## config.mk

```make
export PLATFORM = sky130hd
export DESIGN_NAME = frame_rate_meter
export DESIGN_NICKNAME = d
export VERILOG_FILES = /design/src/hw/rtl/frm_pkg.sv /design/src/hw/rtl/frm_ram.sv /design/src/hw/rtl/frm_ctrl.sv /design/src/hw/rtl/frm_datapath.sv /design/src/hw/rtl/frame_rate_meter.sv
export VERILOG_INCLUDE_DIRS = /design/src /design/src/hw/rtl
export SDC_FILE = /design/constraint.sdc
export NUM_CORES = 2
export LEC_CHECK = 0
export BUFFER_PORTS_ARGS = -buffer_cell sky130_fd_sc_hd__buf_2
export CELL_PAD_IN_SITES_DETAIL_PLACEMENT = 0
export CELL_PAD_IN_SITES_GLOBAL_PLACEMENT = 1
export CORE_ASPECT_RATIO = 1.5
export CORE_UTILIZATION = 23
export DETAILED_ROUTE_END_ITERATION = 10
export PLACE_DENSITY_LB_ADDON = 0.1
export SKIP_CTS_REPAIR_TIMING = 1
export SYNTH_ARGS = -nofsm -noshare
export SYNTH_HDL_FRONTEND = slang
export SYNTH_SLANG_ARGS = --single-unit
```

## constraint.sdc

```tcl
create_clock -name clock -period 7 [get_ports clock]
set_input_delay 1.05 -clock clock [delete_from_list [all_inputs] [get_ports clock]]
set_output_delay 1.05 -clock clock [all_outputs]
set_load 0.02 [all_outputs]
```

## src/hw/rtl/frame_rate_meter_defines.svh

```systemverilog
// ----------------------------------------------------------------------------
// Frame rate meter assertion macros
// Shared assertion wrappers. They expect signals named clock and reset in the
// module that uses them.
// ----------------------------------------------------------------------------
`ifndef FRAME_RATE_METER_DEFINES_SVH
`define FRAME_RATE_METER_DEFINES_SVH

// Checked on every edge outside of reset.
`define FRM_ASSERT(label, prop, msg) \
   label: assert property (@(posedge clock) disable iff (reset) prop) \
      else $error(msg);

// Checked on every edge, reset included.
`define FRM_ASSERT_ALWAYS(label, prop, msg) \
   label: assert property (@(posedge clock) prop) else $error(msg);

`endif

```

## src/hw/rtl/frm_pkg.sv

```systemverilog
// ----------------------------------------------------------------------------
// Frame rate meter package
// Payload types, controller interface types and constants of the meter.
// ----------------------------------------------------------------------------
`default_nettype none

package frm_pkg;

   localparam int HISTORY_DEPTH_DEF = 16;

   localparam int NOW_W    = 32;
   localparam int FRAME_W  = 16;
   localparam int FPS_W    = 16;
   localparam int FEELS_W  = 24;
   localparam int WINDOW_W = 16;

   localparam logic [WINDOW_W-1:0] WINDOW_RESET = 16'd1000;
   localparam logic [FEELS_W-1:0]  FEELS_MAX    = 24'hFF_FFFF;

   // The weighted rate is ((1000 * sum + 10) << 8) / sum_of_squares.
   localparam int RATE_SCALE = 1000;
   localparam int RATE_BIAS  = 10;
   localparam int FRAC_BITS  = 8;

   typedef struct packed {
      logic [NOW_W-1:0]   now_ms;
      logic [FRAME_W-1:0] frame_ms;
   } req_type;

   typedef struct packed {
      logic [FPS_W-1:0]   fps;
      logic [FEELS_W-1:0] feels_like_fps;
      logic               window_closed;
   } rsp_type;

   typedef enum logic [3:0] {
      ST_IDLE,
      ST_EVAL,
      ST_SUM,
      ST_DRAIN,
      ST_PREP,
      ST_DIV_INIT,
      ST_DIV,
      ST_WRITE,
      ST_OUT
   } state_type;

   typedef struct packed {
      logic load_in;
      logic eval;
      logic sum_issue;
      logic prep;
      logic div_init;
      logic div_step;
      logic write_hist;
      logic load_rsp;
   } cmd_type;

   typedef struct packed {
      logic closed;
      logic idx_last;
      logic pipe_empty;
      logic div_last;
      logic rsp_free;
   } status_type;

endpackage

`default_nettype wire

```

## src/hw/rtl/frm_ram.sv

```systemverilog
// ----------------------------------------------------------------------------
// Frame rate meter RAM
// Simple dual-port RAM: one write port, one read port with registered data.
// ----------------------------------------------------------------------------
`default_nettype none

module frm_ram #(
   parameter int WIDTH = frm_pkg::FRAME_W,
   parameter int DEPTH = frm_pkg::HISTORY_DEPTH_DEF
) (
   input  wire logic                                  clock,
   input  wire logic                                  wr_en,
   input  wire logic [(DEPTH > 1 ? $clog2(DEPTH) : 1)-1:0] wr_addr,
   input  wire logic [WIDTH-1:0]                      wr_data,
   input  wire logic                                  rd_en,
   input  wire logic [(DEPTH > 1 ? $clog2(DEPTH) : 1)-1:0] rd_addr,
   output      logic [WIDTH-1:0]                      rd_data
);

   logic [WIDTH-1:0] mem_ff [DEPTH];
   logic [WIDTH-1:0] rd_data_ff;

   always_ff @(posedge clock) begin
      if (wr_en) begin
         mem_ff[wr_addr] <= wr_data;
      end
      if (rd_en) begin
         rd_data_ff <= mem_ff[rd_addr];
      end
   end

   assign rd_data = rd_data_ff;

endmodule

`default_nettype wire

```

## src/hw/rtl/frm_ctrl.sv

```systemverilog
// ----------------------------------------------------------------------------
// Frame rate meter controller
// Sequences one frame item: window check, history walk and division when a
// window closes, history update and hand-off to the result register.
// ----------------------------------------------------------------------------
`default_nettype none

module frm_ctrl (
   input  wire logic               clock,
   input  wire logic               reset,
   input  wire logic               req_valid,
   output      logic               req_ready,
   input  wire frm_pkg::status_type status,
   output      frm_pkg::cmd_type    cmd
);

   frm_pkg::state_type state_ff;
   frm_pkg::state_type state_in;

   always_ff @(posedge clock) begin
      if (reset) begin
         state_ff <= frm_pkg::ST_IDLE;
      end else begin
         state_ff <= state_in;
      end
   end

   always_comb begin
      state_in  = state_ff;
      cmd       = '0;
      req_ready = 1'b0;
      case (state_ff)
         frm_pkg::ST_IDLE: begin
            req_ready = 1'b1;
            if (req_valid) begin
               cmd.load_in = 1'b1;
               state_in    = frm_pkg::ST_EVAL;
            end
         end
         frm_pkg::ST_EVAL: begin
            cmd.eval = 1'b1;
            if (status.closed) begin
               state_in = frm_pkg::ST_SUM;
            end else begin
               state_in = frm_pkg::ST_WRITE;
            end
         end
         frm_pkg::ST_SUM: begin
            cmd.sum_issue = 1'b1;
            if (status.idx_last) begin
               state_in = frm_pkg::ST_DRAIN;
            end
         end
         frm_pkg::ST_DRAIN: begin
            if (status.pipe_empty) begin
               state_in = frm_pkg::ST_PREP;
            end
         end
         frm_pkg::ST_PREP: begin
            cmd.prep = 1'b1;
            state_in = frm_pkg::ST_DIV_INIT;
         end
         frm_pkg::ST_DIV_INIT: begin
            cmd.div_init = 1'b1;
            state_in     = frm_pkg::ST_DIV;
         end
         frm_pkg::ST_DIV: begin
            cmd.div_step = 1'b1;
            if (status.div_last) begin
               state_in = frm_pkg::ST_WRITE;
            end
         end
         frm_pkg::ST_WRITE: begin
            cmd.write_hist = 1'b1;
            state_in       = frm_pkg::ST_OUT;
         end
         frm_pkg::ST_OUT: begin
            if (status.rsp_free) begin
               cmd.load_rsp = 1'b1;
               state_in     = frm_pkg::ST_IDLE;
            end
         end
         default: begin
            state_in = frm_pkg::ST_IDLE;
         end
      endcase
   end

endmodule

`default_nettype wire

```

## src/hw/rtl/frm_datapath.sv

```systemverilog
// ----------------------------------------------------------------------------
// Frame rate meter datapath
// Window registers, duration history, sum and sum-of-squares accumulator,
// radix-2 divider and the result register.
// ----------------------------------------------------------------------------
`default_nettype none

`include "frame_rate_meter_defines.svh"

module frm_datapath #(
   parameter int HISTORY_DEPTH = frm_pkg::HISTORY_DEPTH_DEF
) (
   input  wire logic                              clock,
   input  wire logic                              reset,
   input  wire frm_pkg::cmd_type                  cmd,
   output      frm_pkg::status_type               status,
   input  wire frm_pkg::req_type                  req_data,
   output      logic                              rsp_valid,
   input  wire logic                              rsp_ready,
   output      frm_pkg::rsp_type                  rsp_data,
   input  wire logic                              csr_valid,
   input  wire logic [frm_pkg::WINDOW_W-1:0]      csr_data
);

   localparam int AW   = (HISTORY_DEPTH > 1) ? $clog2(HISTORY_DEPTH) : 1;
   localparam int FW   = $clog2(HISTORY_DEPTH + 1);
   localparam int LW   = $clog2(HISTORY_DEPTH);
   localparam int DW   = frm_pkg::FRAME_W;
   localparam int PW   = 2 * frm_pkg::FRAME_W;
   localparam int S1W  = DW + LW;
   localparam int S2W  = PW + LW;
   localparam int SCW  = S1W + $clog2(frm_pkg::RATE_SCALE);
   localparam int QW   = frm_pkg::FEELS_W;
   localparam int NUMW = SCW + frm_pkg::FRAC_BITS;
   localparam int TOPW = NUMW - QW;
   localparam int CW   = $clog2(QW);

   // Configuration and window state.
   logic [frm_pkg::WINDOW_W-1:0] window_ms_ff, window_ms_in;
   logic [frm_pkg::NOW_W-1:0]    now_ff, now_in;
   logic [DW-1:0]                dur_ff, dur_in;
   logic [frm_pkg::FPS_W-1:0]    frame_counter_ff, frame_counter_in;
   logic [frm_pkg::NOW_W-1:0]    window_start_ff, window_start_in;
   logic [frm_pkg::FPS_W-1:0]    fps_latch_ff, fps_latch_in;
   logic [QW-1:0]                feels_latch_ff, feels_latch_in;
   logic                         closed_ff, closed_in;

   // History walk.
   logic [AW-1:0]  idx_ff, idx_in;
   logic           live_ff, live_in;
   logic           pv_ff, pv_in;
   logic [DW-1:0]  d_ff, d_in;
   logic [PW-1:0]  prod_ff, prod_in;
   logic [S1W-1:0] s1_ff, s1_in;
   logic [S2W-1:0] s2_ff, s2_in;
   logic [AW-1:0]  wr_ptr_ff, wr_ptr_in;
   logic [FW-1:0]  fill_ff, fill_in;

   // Divider.
   logic [NUMW-1:0] num_ff, num_in;
   logic [S2W-1:0]  rem_ff, rem_in;
   logic [QW-1:0]   lo_ff, lo_in;
   logic            sat_ff, sat_in;
   logic [CW-1:0]   div_cnt_ff, div_cnt_in;

   // Result register.
   logic             rsp_valid_ff, rsp_valid_in;
   frm_pkg::rsp_type rsp_data_ff, rsp_data_in;

   logic [DW-1:0]            rd_data;
   logic [DW-1:0]            d_masked;
   logic [frm_pkg::NOW_W-1:0] elapsed;
   logic                     closed_now;
   logic [frm_pkg::FPS_W-1:0] counter_inc;
   logic [SCW-1:0]           scaled;
   logic [TOPW-1:0]          num_top;
   logic [S2W:0]             rem_shift;
   logic [S2W:0]             rem_diff;
   logic                     div_ge;
   logic                     rsp_free;

   frm_ram #(
      .WIDTH (DW),
      .DEPTH (HISTORY_DEPTH)
   ) u_hist_ram (
      .clock   (clock),
      .wr_en   (cmd.write_hist),
      .wr_addr (wr_ptr_ff),
      .wr_data (dur_ff),
      .rd_en   (cmd.sum_issue),
      .rd_addr (idx_ff),
      .rd_data (rd_data)
   );

   assign elapsed     = now_ff - window_start_ff;
   assign closed_now  = elapsed >= frm_pkg::NOW_W'(window_ms_ff);
   assign counter_inc = (frame_counter_ff == '1) ? frame_counter_ff
                                                 : frame_counter_ff + 1'b1;

   // Entries beyond the fill count have never been written and count as zero.
   assign d_masked = live_ff ? rd_data : '0;

   assign scaled  = SCW'(s1_ff) * SCW'(frm_pkg::RATE_SCALE) + SCW'(frm_pkg::RATE_BIAS);
   assign num_top = num_ff[NUMW-1:QW];

   assign rem_shift = {rem_ff, lo_ff[QW-1]};
   assign rem_diff  = rem_shift - {1'b0, s2_ff};
   assign div_ge    = rem_shift >= {1'b0, s2_ff};

   assign rsp_free = !rsp_valid_ff || rsp_ready;

   always_comb begin
      window_ms_in     = window_ms_ff;
      now_in           = now_ff;
      dur_in           = dur_ff;
      frame_counter_in = frame_counter_ff;
      window_start_in  = window_start_ff;
      fps_latch_in     = fps_latch_ff;
      feels_latch_in   = feels_latch_ff;
      closed_in        = closed_ff;
      idx_in           = idx_ff;
      s1_in            = s1_ff;
      s2_in            = s2_ff;
      wr_ptr_in        = wr_ptr_ff;
      fill_in          = fill_ff;
      num_in           = num_ff;
      rem_in           = rem_ff;
      lo_in            = lo_ff;
      sat_in           = sat_ff;
      div_cnt_in       = div_cnt_ff;
      rsp_valid_in     = rsp_valid_ff;
      rsp_data_in      = rsp_data_ff;

      live_in = cmd.sum_issue && (FW'(idx_ff) < fill_ff);
      pv_in   = live_ff;
      d_in    = d_masked;
      prod_in = PW'(d_masked) * PW'(d_masked);

      if (csr_valid) begin
         window_ms_in = csr_data;
      end

      if (cmd.load_in) begin
         now_in = req_data.now_ms;
         dur_in = req_data.frame_ms;
      end

      if (cmd.eval) begin
         closed_in = closed_now;
         if (closed_now) begin
            window_start_in  = now_ff;
            fps_latch_in     = counter_inc;
            frame_counter_in = '0;
            idx_in           = '0;
            s1_in            = '0;
            s2_in            = '0;
         end else begin
            frame_counter_in = counter_inc;
         end
      end

      if (cmd.sum_issue) begin
         idx_in = (idx_ff == AW'(HISTORY_DEPTH - 1)) ? '0 : idx_ff + 1'b1;
      end

      if (pv_ff) begin
         s1_in = s1_ff + S1W'(d_ff);
         s2_in = s2_ff + S2W'(prod_ff);
      end

      if (cmd.prep) begin
         num_in = {scaled, {frm_pkg::FRAC_BITS{1'b0}}};
      end

      // A quotient that does not fit in QW bits, or a zero divisor, saturates.
      if (cmd.div_init) begin
         sat_in     = S2W'(num_top) >= s2_ff;
         rem_in     = S2W'(num_top);
         lo_in      = num_ff[QW-1:0];
         div_cnt_in = '0;
      end

      if (cmd.div_step) begin
         rem_in     = div_ge ? rem_diff[S2W-1:0] : rem_shift[S2W-1:0];
         lo_in      = {lo_ff[QW-2:0], div_ge};
         div_cnt_in = div_cnt_ff + 1'b1;
      end

      if (cmd.write_hist) begin
         wr_ptr_in = (wr_ptr_ff == AW'(HISTORY_DEPTH - 1)) ? '0 : wr_ptr_ff + 1'b1;
         if (fill_ff != FW'(HISTORY_DEPTH)) begin
            fill_in = fill_ff + 1'b1;
         end
         if (closed_ff) begin
            feels_latch_in = sat_ff ? frm_pkg::FEELS_MAX : lo_ff;
         end
      end

      if (rsp_valid_ff && rsp_ready) begin
         rsp_valid_in = 1'b0;
      end
      if (cmd.load_rsp) begin
         rsp_valid_in               = 1'b1;
         rsp_data_in.fps            = fps_latch_ff;
         rsp_data_in.feels_like_fps = feels_latch_ff;
         rsp_data_in.window_closed  = closed_ff;
      end
   end

   always_ff @(posedge clock) begin
      if (reset) begin
         window_ms_ff     <= frm_pkg::WINDOW_RESET;
         frame_counter_ff <= '0;
         window_start_ff  <= '0;
         fps_latch_ff     <= '0;
         feels_latch_ff   <= '0;
         closed_ff        <= 1'b0;
         idx_ff           <= '0;
         live_ff          <= 1'b0;
         pv_ff            <= 1'b0;
         s1_ff            <= '0;
         s2_ff            <= '0;
         wr_ptr_ff        <= '0;
         fill_ff          <= '0;
         sat_ff           <= 1'b0;
         div_cnt_ff       <= '0;
         rsp_valid_ff     <= 1'b0;
      end else begin
         window_ms_ff     <= window_ms_in;
         frame_counter_ff <= frame_counter_in;
         window_start_ff  <= window_start_in;
         fps_latch_ff     <= fps_latch_in;
         feels_latch_ff   <= feels_latch_in;
         closed_ff        <= closed_in;
         idx_ff           <= idx_in;
         live_ff          <= live_in;
         pv_ff            <= pv_in;
         s1_ff            <= s1_in;
         s2_ff            <= s2_in;
         wr_ptr_ff        <= wr_ptr_in;
         fill_ff          <= fill_in;
         sat_ff           <= sat_in;
         div_cnt_ff       <= div_cnt_in;
         rsp_valid_ff     <= rsp_valid_in;
      end
   end

   always_ff @(posedge clock) begin
      now_ff      <= now_in;
      dur_ff      <= dur_in;
      d_ff        <= d_in;
      prod_ff     <= prod_in;
      num_ff      <= num_in;
      rem_ff      <= rem_in;
      lo_ff       <= lo_in;
      rsp_data_ff <= rsp_data_in;
   end

   assign status.closed     = closed_now;
   assign status.idx_last   = idx_ff == AW'(HISTORY_DEPTH - 1);
   assign status.pipe_empty = !live_ff && !pv_ff;
   assign status.div_last   = div_cnt_ff == CW'(QW - 1);
   assign status.rsp_free   = rsp_free;

   assign rsp_valid = rsp_valid_ff;
   assign rsp_data  = rsp_data_ff;

   `FRM_ASSERT(a_fill_bounded, (fill_ff <= FW'(HISTORY_DEPTH)), "fill count beyond depth")
   `FRM_ASSERT(a_counter_cleared, (cmd.eval && closed_now) |=> (frame_counter_ff == '0), "count not cleared on window close")
   `FRM_ASSERT(a_rem_below_divisor, (cmd.div_step && !sat_ff) |-> (rem_ff < s2_ff), "divider remainder out of range")
   `FRM_ASSERT(a_load_when_free, cmd.load_rsp |-> rsp_free, "result loaded over a pending item")

endmodule

`default_nettype wire

```

## src/hw/rtl/frame_rate_meter.sv

```systemverilog
// ----------------------------------------------------------------------------
// Frame rate meter
// Counts frames per window and computes a weighted "feels like" frame rate
// over a history of recent frame durations.
// ----------------------------------------------------------------------------
//
//   Channel   Direction   Ports                           Moves
//   req       in          req_valid/req_ready/req_data    one frame item
//   rsp       out         rsp_valid/rsp_ready/rsp_data    one result item
//   csr       in          csr_valid/csr_ready/csr_data    window length write
//
// A frame that does not close a window passes the window check, the history
// update and the hand-off to the result register before the next acceptance.
// A frame that closes one also walks the whole history before the update:
// the history RAM is read one entry per cycle, then a radix-2 divider yields
// one quotient bit per cycle of its 24-bit quotient. The result register lets
// the next item be accepted while the last result still waits on rsp_ready.
// Reset is synchronous; the history reads as zero until entries are written.
//
`default_nettype none

module frame_rate_meter #(
   parameter int HISTORY_DEPTH = frm_pkg::HISTORY_DEPTH_DEF
) (
   input  wire logic                          clock,
   input  wire logic                          reset,
   input  wire logic                          req_valid,
   output      logic                          req_ready,
   input  wire frm_pkg::req_type              req_data,
   output      logic                          rsp_valid,
   input  wire logic                          rsp_ready,
   output      frm_pkg::rsp_type              rsp_data,
   input  wire logic                          csr_valid,
   output      logic                          csr_ready,
   input  wire logic [frm_pkg::WINDOW_W-1:0]  csr_data
);

   frm_pkg::cmd_type    cmd;
   frm_pkg::status_type status;

   // The window register can be written on any cycle.
   assign csr_ready = 1'b1;

   frm_ctrl u_ctrl (
      .clock     (clock),
      .reset     (reset),
      .req_valid (req_valid),
      .req_ready (req_ready),
      .status    (status),
      .cmd       (cmd)
   );

   frm_datapath #(
      .HISTORY_DEPTH (HISTORY_DEPTH)
   ) u_datapath (
      .clock     (clock),
      .reset     (reset),
      .cmd       (cmd),
      .status    (status),
      .req_data  (req_data),
      .rsp_valid (rsp_valid),
      .rsp_ready (rsp_ready),
      .rsp_data  (rsp_data),
      .csr_valid (csr_valid),
      .csr_data  (csr_data)
   );

endmodule

`default_nettype wire
```

# Word level (Yosys, flattened, before mapping)
# Memories as Yosys holds them, arrays and structs flattened. A register that Yosys moved wholly into a read port is not among the register bits.
# Index checks and enable logic that the tools add are counted.
# Widths: inputs -> output; s select.
[classes] multipliers=2 addsub=10 reduce_logical=20 n_eq_ne=18 n_mux=44 order_cmp=4
[ops] operator="$mux 36" n=6
[ops] operator="$mux 24" n=3
[ops] operator="$mux 20" n=3
[ops] operator="$mux 16" n=3
[ops] operator="$mux 4" n=10
[ops] operator="$ge 37x36->1" n=1
[ops] operator="$add 36x32->36" n=1
[ops] operator="$ge 14x36->1" n=1
[ops] operator="$pmux 4 s9" n=1
[ops] operator="$sub 36x36->36" n=1
[ops] operator="$ge 32x16->1" n=1
[ops] operator="$mul 16x16->32" n=1
[ops] operator="$sub 32x32->32" n=1
[ops] operator="$add 30x4->30 const B" n=1
[ops] operator="$mul 20x7->27 const B" n=1
[ops] operator="$add 20x16->20" n=1
[ops] operator="$add 16x1->16 const B" n=1
[ops] operator="$eq 16x16->1 const B" n=1
[ops] operator="$eq 4x3->1 const B" n=4
[ops] operator="$mux 1" n=15
[ops] operator="$eq 4x4->1 const B" n=3
[ops] operator="$reduce_bool 2->1" n=6
[ops] operator="$add 5x1->5 const B" n=2
[ops] operator="$mux 5" n=2
[ops] operator="other kinds (15)" n=28
[totals] mem_bits_rw=256 register_bits=414 out_inout_bits=44 elab_cells=126 input_bits=69 memories=1
[memory_table] name="u_datapath.u_hist_ram.mem_ff" depth=16 width=16 read_ports=1 rd_ports_with_merged_regs=1 wr=1 line_no="frm_ram.sv:20" rtl="logic [WIDTH-1:0] mem_ff [DEPTH];"

# Logic depth before layout (Yosys ltp)
[depth] ltp_word=5 ltp_mapped=29 ltp_nobuf=27

# Cells and area by module
# Synthesis repeated with hierarchy kept, for this count alone.
[hier_totals] cells_unflattened=3955 area_unflattened_um2=43155.1
[by_module_without_submodules] module="frm_datapath" cells_per_inst=3477 seq_area_each_um2=9869.5 n_inst=1 area_each_um2=32601.3
[by_module_without_submodules] module="frm_ram" cells_per_inst=432 seq_area_each_um2=8167.8 n_inst=1 area_each_um2=10202.3
[by_module_without_submodules] module="frm_ctrl" cells_per_inst=44 seq_area_each_um2=80.1 n_inst=1 area_each_um2=340.3
[by_module_without_submodules] module="frame_rate_meter" cells_per_inst=2 seq_area_each_um2=0.0 n_inst=1 area_each_um2=11.3

# Worst setup path after synthesis
# Ideal clock, no wire load.
[synth_timing] path_type="register to register" startpoint="register u_datapath.live_ff" endpoint="register u_datapath.prod_ff[30]" slack_ps=232 required_time_ps=6928 t_arrival_ps=6695 path_stages_with_launch=26 setup_time_ps=72 period_less_slack_ps=6768 n_path_buf=2 path_cell_list="dfxtp_1 > clkbuf_1 > and2_1 > clkbuf_1 > nand2_1 > fa_1 > inv_1 > fa_1 > ha_1 > inv_1 > fa_1 > fa_1 > fa_1 > inv_1 > ha_1 > o21ai_0 > nor2b_1 > o31ai_1 > a31o_2 > o41ai_2 > nor3_1 > or3_1 > a41oi_1 > o21ai_1 > a221oi_1 > xnor2_1"
[synth_via] elab_chain_cells=2
[synth_rtl] element="from (decl)" line_no="frm_datapath.sv:50" rtl="logic live_ff, live_in;"
[synth_rtl] element="from (signal assigned)" line_no="frm_datapath.sv:236" rtl="live_ff <= live_in;"
[synth_rtl] element="$mux 16" line_no="frm_datapath.sv:101" rtl="assign d_masked = live_ff ? rd_data : '0;"
[synth_rtl] element="net u_datapath.d_in[6]" line_no="frm_datapath.sv:52" rtl="logic [DW-1:0] d_ff, d_in;"
[synth_rtl] element="$mul 16x16->32" line_no="frm_datapath.sv:137" rtl="prod_in = PW'(d_masked) * PW'(d_masked);"
[synth_rtl] element="net u_datapath.prod_in[30]" line_no="frm_datapath.sv:53" rtl="logic [PW-1:0] prod_ff, prod_in;"
[synth_rtl] element="to (signal assigned)" line_no="frm_datapath.sv:252" rtl="prod_ff <= prod_in;"
[synth_rtl] element="to (decl)" line_no="frm_datapath.sv:53"
# The timed path passes the listed nets, and every way through them passes these cells.
# A chain may end at the register's enable or synchronous reset.

# Worst setup path after layout
[layout_timing] startpoint="register u_datapath.live_ff" endpoint="register u_datapath.prod_ff[31]"
[layout_via] elab_chain_cells=2
[layout_rtl] element="$mux 16" line_no="frm_datapath.sv:101"
[layout_rtl] element="$mul 16x16->32" line_no="frm_datapath.sv:137"
[layout_rtl] element="net u_datapath.prod_in[31]" line_no="frm_datapath.sv:53"
# The timed path passes the listed nets, and every way through them passes these cells.

==> flow_metrics.py <==
metrics = {
    "timing": {
        "hold_slack_ns": 0.432,
        "finalMaxSlewViolations": 0,
        "finalSetupViolations": 0,
        "post-route-period-util_pct": 95.8,
        "worst_pin_slew_ns": 1.04,
        "max_freq_mhz": 149,
        "rsz0062_at_grt": "false",
        "max-slew-margin-rel_pct": 30.8,
        "clock_skew_ns": 0.0379,
        "finalHoldViolations": 0,
        "min_period_ns": 6.71,
        "setup_slack_ns": 0.294,
    },
    "global_routing": {
        "grt_max_degree": 62,
        "grt_pass1_vias": 30700,
        "globalRouteOverflowTotal": 0,
        "grt_pass1_wl_mm": 195,
        "grt_usage_pct": 13.8,
        "antenna_found_initial": 6,
    },
    "synthesis": {
        "synth.ff_latch_count": 681,
        "synthTopCellsByArea": "edfxtp_1 (32%), fa_1 (11%), dfxtp_1 (11%), ha_1 (9.2%), inv_1 (4.3%)",
        "synthArstFlopShare_pct": 0,
        "ys_types": 91,
        "synth_fp_nets": 4490,
        "yosys.area.top_type_share_pct": 31.6,
        "ys.flop_type": "edfxtp_1",
        "ys_seq_area_share_pct": 42.5,
        "syn_area_um2": 42600,
        "syn_area_per_cell_um2": 11.0,
        "ys_warn_count": 0,
        "postSynthCellCount": 3870,
        "synth_edf_count": 448,
        "yosys.area.top_type": "edfxtp_1",
    },
    "min_path": {
        "holdPathStages": 0,
        "min_path_type": "reg2reg",
    },
    "layout": {
        "area_delta_synth_final_pct": 15.6,
        "fin_nets": 4622,
        "finalInstanceArea_um2": 49200,
        "fin_util_pct": 26.7,
        "layout-drive-gt1-share_pct": 11.7,
    },
    "place": {
        "globalplace.congestion": 0.756,
        "hpwl_mm": 96.5,
        "dpl-instance-area_um2": 46500,
        "dp_slack_ns": -0.000484,
        "portBuffers": 111,
    },
    "floorplan": {
        "die_w_um": 353,
        "coreArea_um2": 184000,
        "rows": 193,
        "die_area_um2": 187000,
        "ios": 113,
        "start_util_pct": 23.1,
        "die_h_um": 529,
    },
    "critical_path": {
        "path_class": "reg2reg",
        "crit_fanout": 23,
        "worstSetupEndpointType": "flop",
        "crit_arrival_ns": 7.27,
        "start_kind": "flop",
        "required_ns": 7.57,
        "rr_worst_depth": 24,
    },
    "routing": {
        "post_drt_wl_per_cell_um": 19.9,
        "drc": 0,
        "wl_mm": 129,
        "drtIter0Drc": 1051,
        "dr.pass1.iters": 5,
        "ant_nets": 0,
        "routed_via_density": 4.34,
        "vias": 28200,
    },
    "cts": {
        "clkTransAtPathRegs_ns": 0.06,
        "htreeDepth": 3,
        "cts_root_buf": "clkbuf_16",
        "clock-sinks": 681,
        "cts_max_path_buffers": 3,
        "cts_inserted_buffers": 78,
        "tritoncts": "done",
        "insertion_delay_ns": 0.70,
    },
    "status": {
        "status": "completed",
    },
    "pwr": {
        "vdd_drop_max_mv": 0.174,
        "power.leakage_nw": 19.8,
        "power_density_nw_per_um2": 237,
    },
    "run": {
        "drv_cap": 0,
    },
}
## stage by stage
step | power, W | TNS [ns] | cells
after global routing | 0.0123 | 0 | 6504
after floorplan | 0.00658 | 0 | 3870
after detailed placement | 0.00749 | -0.000484 | 6359
final | 0.0117 | 0 | 6506
after global placement | 0.00750 | 0 | 6359
after CTS | 0.0120 | 0 | 6503
## routing by layer
metal	vias to the layer above	wire length (um)	global-route usage, %
li1	13900	-	-
met1	13900	49700	14.7
met2	273	73300	27.9
met3	137	2980	1.72
met4	4	3240	3.95
met5	-	22	0
## power breakdown
group | switching, W | leakage (nW) | internal (W)
Sequential | 0.000283 | 5.91 | 0.00462
Combinational | 0.00144 | 12.6 | 0.000974
Clock | 0.00190 | 1.29 | 0.00248
Total | 0.00361 | 19.8 | 0.00807
## cells by family after synthesis
kind of cell / synth area share [%]
multiplexers: 5.62
AND/OR/NAND/NOR: 11.1
other: 0.00880
flip-flops: 42.5
XOR/XNOR: 3.92
buffers and inverters: 5.88
AO/OA/AOI/OAI: 10.5
adder cells (fa/ha/maj): 20.4
## cell type report
class                      count  area, um^2
fill                       19300      135000
multi-input combinational   2542       22200
sequential                   681       18100
tap                         2437        3050
clock buffer                 102        2080
inverter                     492        1850
timing repair buffer         207        1350
clock inverter                42         607
antenna                        3        7.51
## cells in the mapped netlist (96+ instances only)
library cell / instances
a21oi_1: 188
nor2_1: 220
inv_1: 490
nand2_1: 324
o21ai_0: 96
dfxtp_1: 233
xnor2_1: 114
fa_1: 238
edfxtp_1: 448
ha_1: 313
nor3_1: 103
clkbuf_1: 118
## registers in the layout (all words and copies together) (netlist names), 20 cells and up
| register | flops |
|---|---|
| u_datapath.s1_ff | 20 |
| u_datapath.prod_ff | 30 |
| u_datapath.s2_ff | 36 |
| u_datapath.num_ff | 27 |
| u_datapath.feels_latch_ff | 24 |
| u_datapath.rsp_data | 41 |
| u_datapath.window_start_ff | 32 |
| u_datapath.lo_ff | 24 |
| u_datapath.rem_ff | 36 |
| u_datapath.now_ff | 32 |
| u_datapath.u_hist_ram.mem_ff | 256 |
## worst max-delay path, cell delays in order, from the launching register on
cell and delay [ns]:
dfxtp_2 0.41, buf_12 0.17, and2_1 0.30, nand2_1 0.13, fa_1 0.62, inv_1 0.08
fa_1 0.46, fa_1 0.52, fa_1 0.53, fa_1 0.54, inv_1 0.05, fa_1 0.53
inv_1 0.05, ha_1 0.30, buf_4 0.16, a21oi_1 0.12, o22ai_1 0.09, nor2_1 0.16
o21ai_0 0.11, a21oi_1 0.21, buf_4 0.20, o21ai_0 0.21, a221o_1 0.38, a21oi_1 0.17
xnor2_1 0.09
## worst paths after layout
| check | start | end | slack (ns) |
|---|---|---|---|
| setup / recovery | u_datapath.live_ff | u_datapath.prod_ff[31] | 0.29 |
| setup reg to reg | u_datapath.live_ff | u_datapath.prod_ff[31] | 0.29 |
| hold / removal | u_datapath.fps_latch_ff[12] | u_datapath.rsp_data[37] | 0.43 |
| hold reg to reg | u_datapath.fps_latch_ff[12] | u_datapath.rsp_data[37] | 0.43 |
## placed cells by master, fill, tap and decap left out, types with 80 or more instances in the layout
cell	netlist	final
a21oi_1	188	187
buf_2	12	110
buf_4	1	91
dfxtp_1	233	229
edfxtp_1	448	448
fa_1	238	238
ha_1	313	313
inv_1	490	488
mux4_2	80	80
nand2_1	324	324
nor2_1	220	206
nor3_1	103	96
o21ai_0	96	95
xnor2_1	114	114
Note: power is estimated with default switching activity, not from simulation.
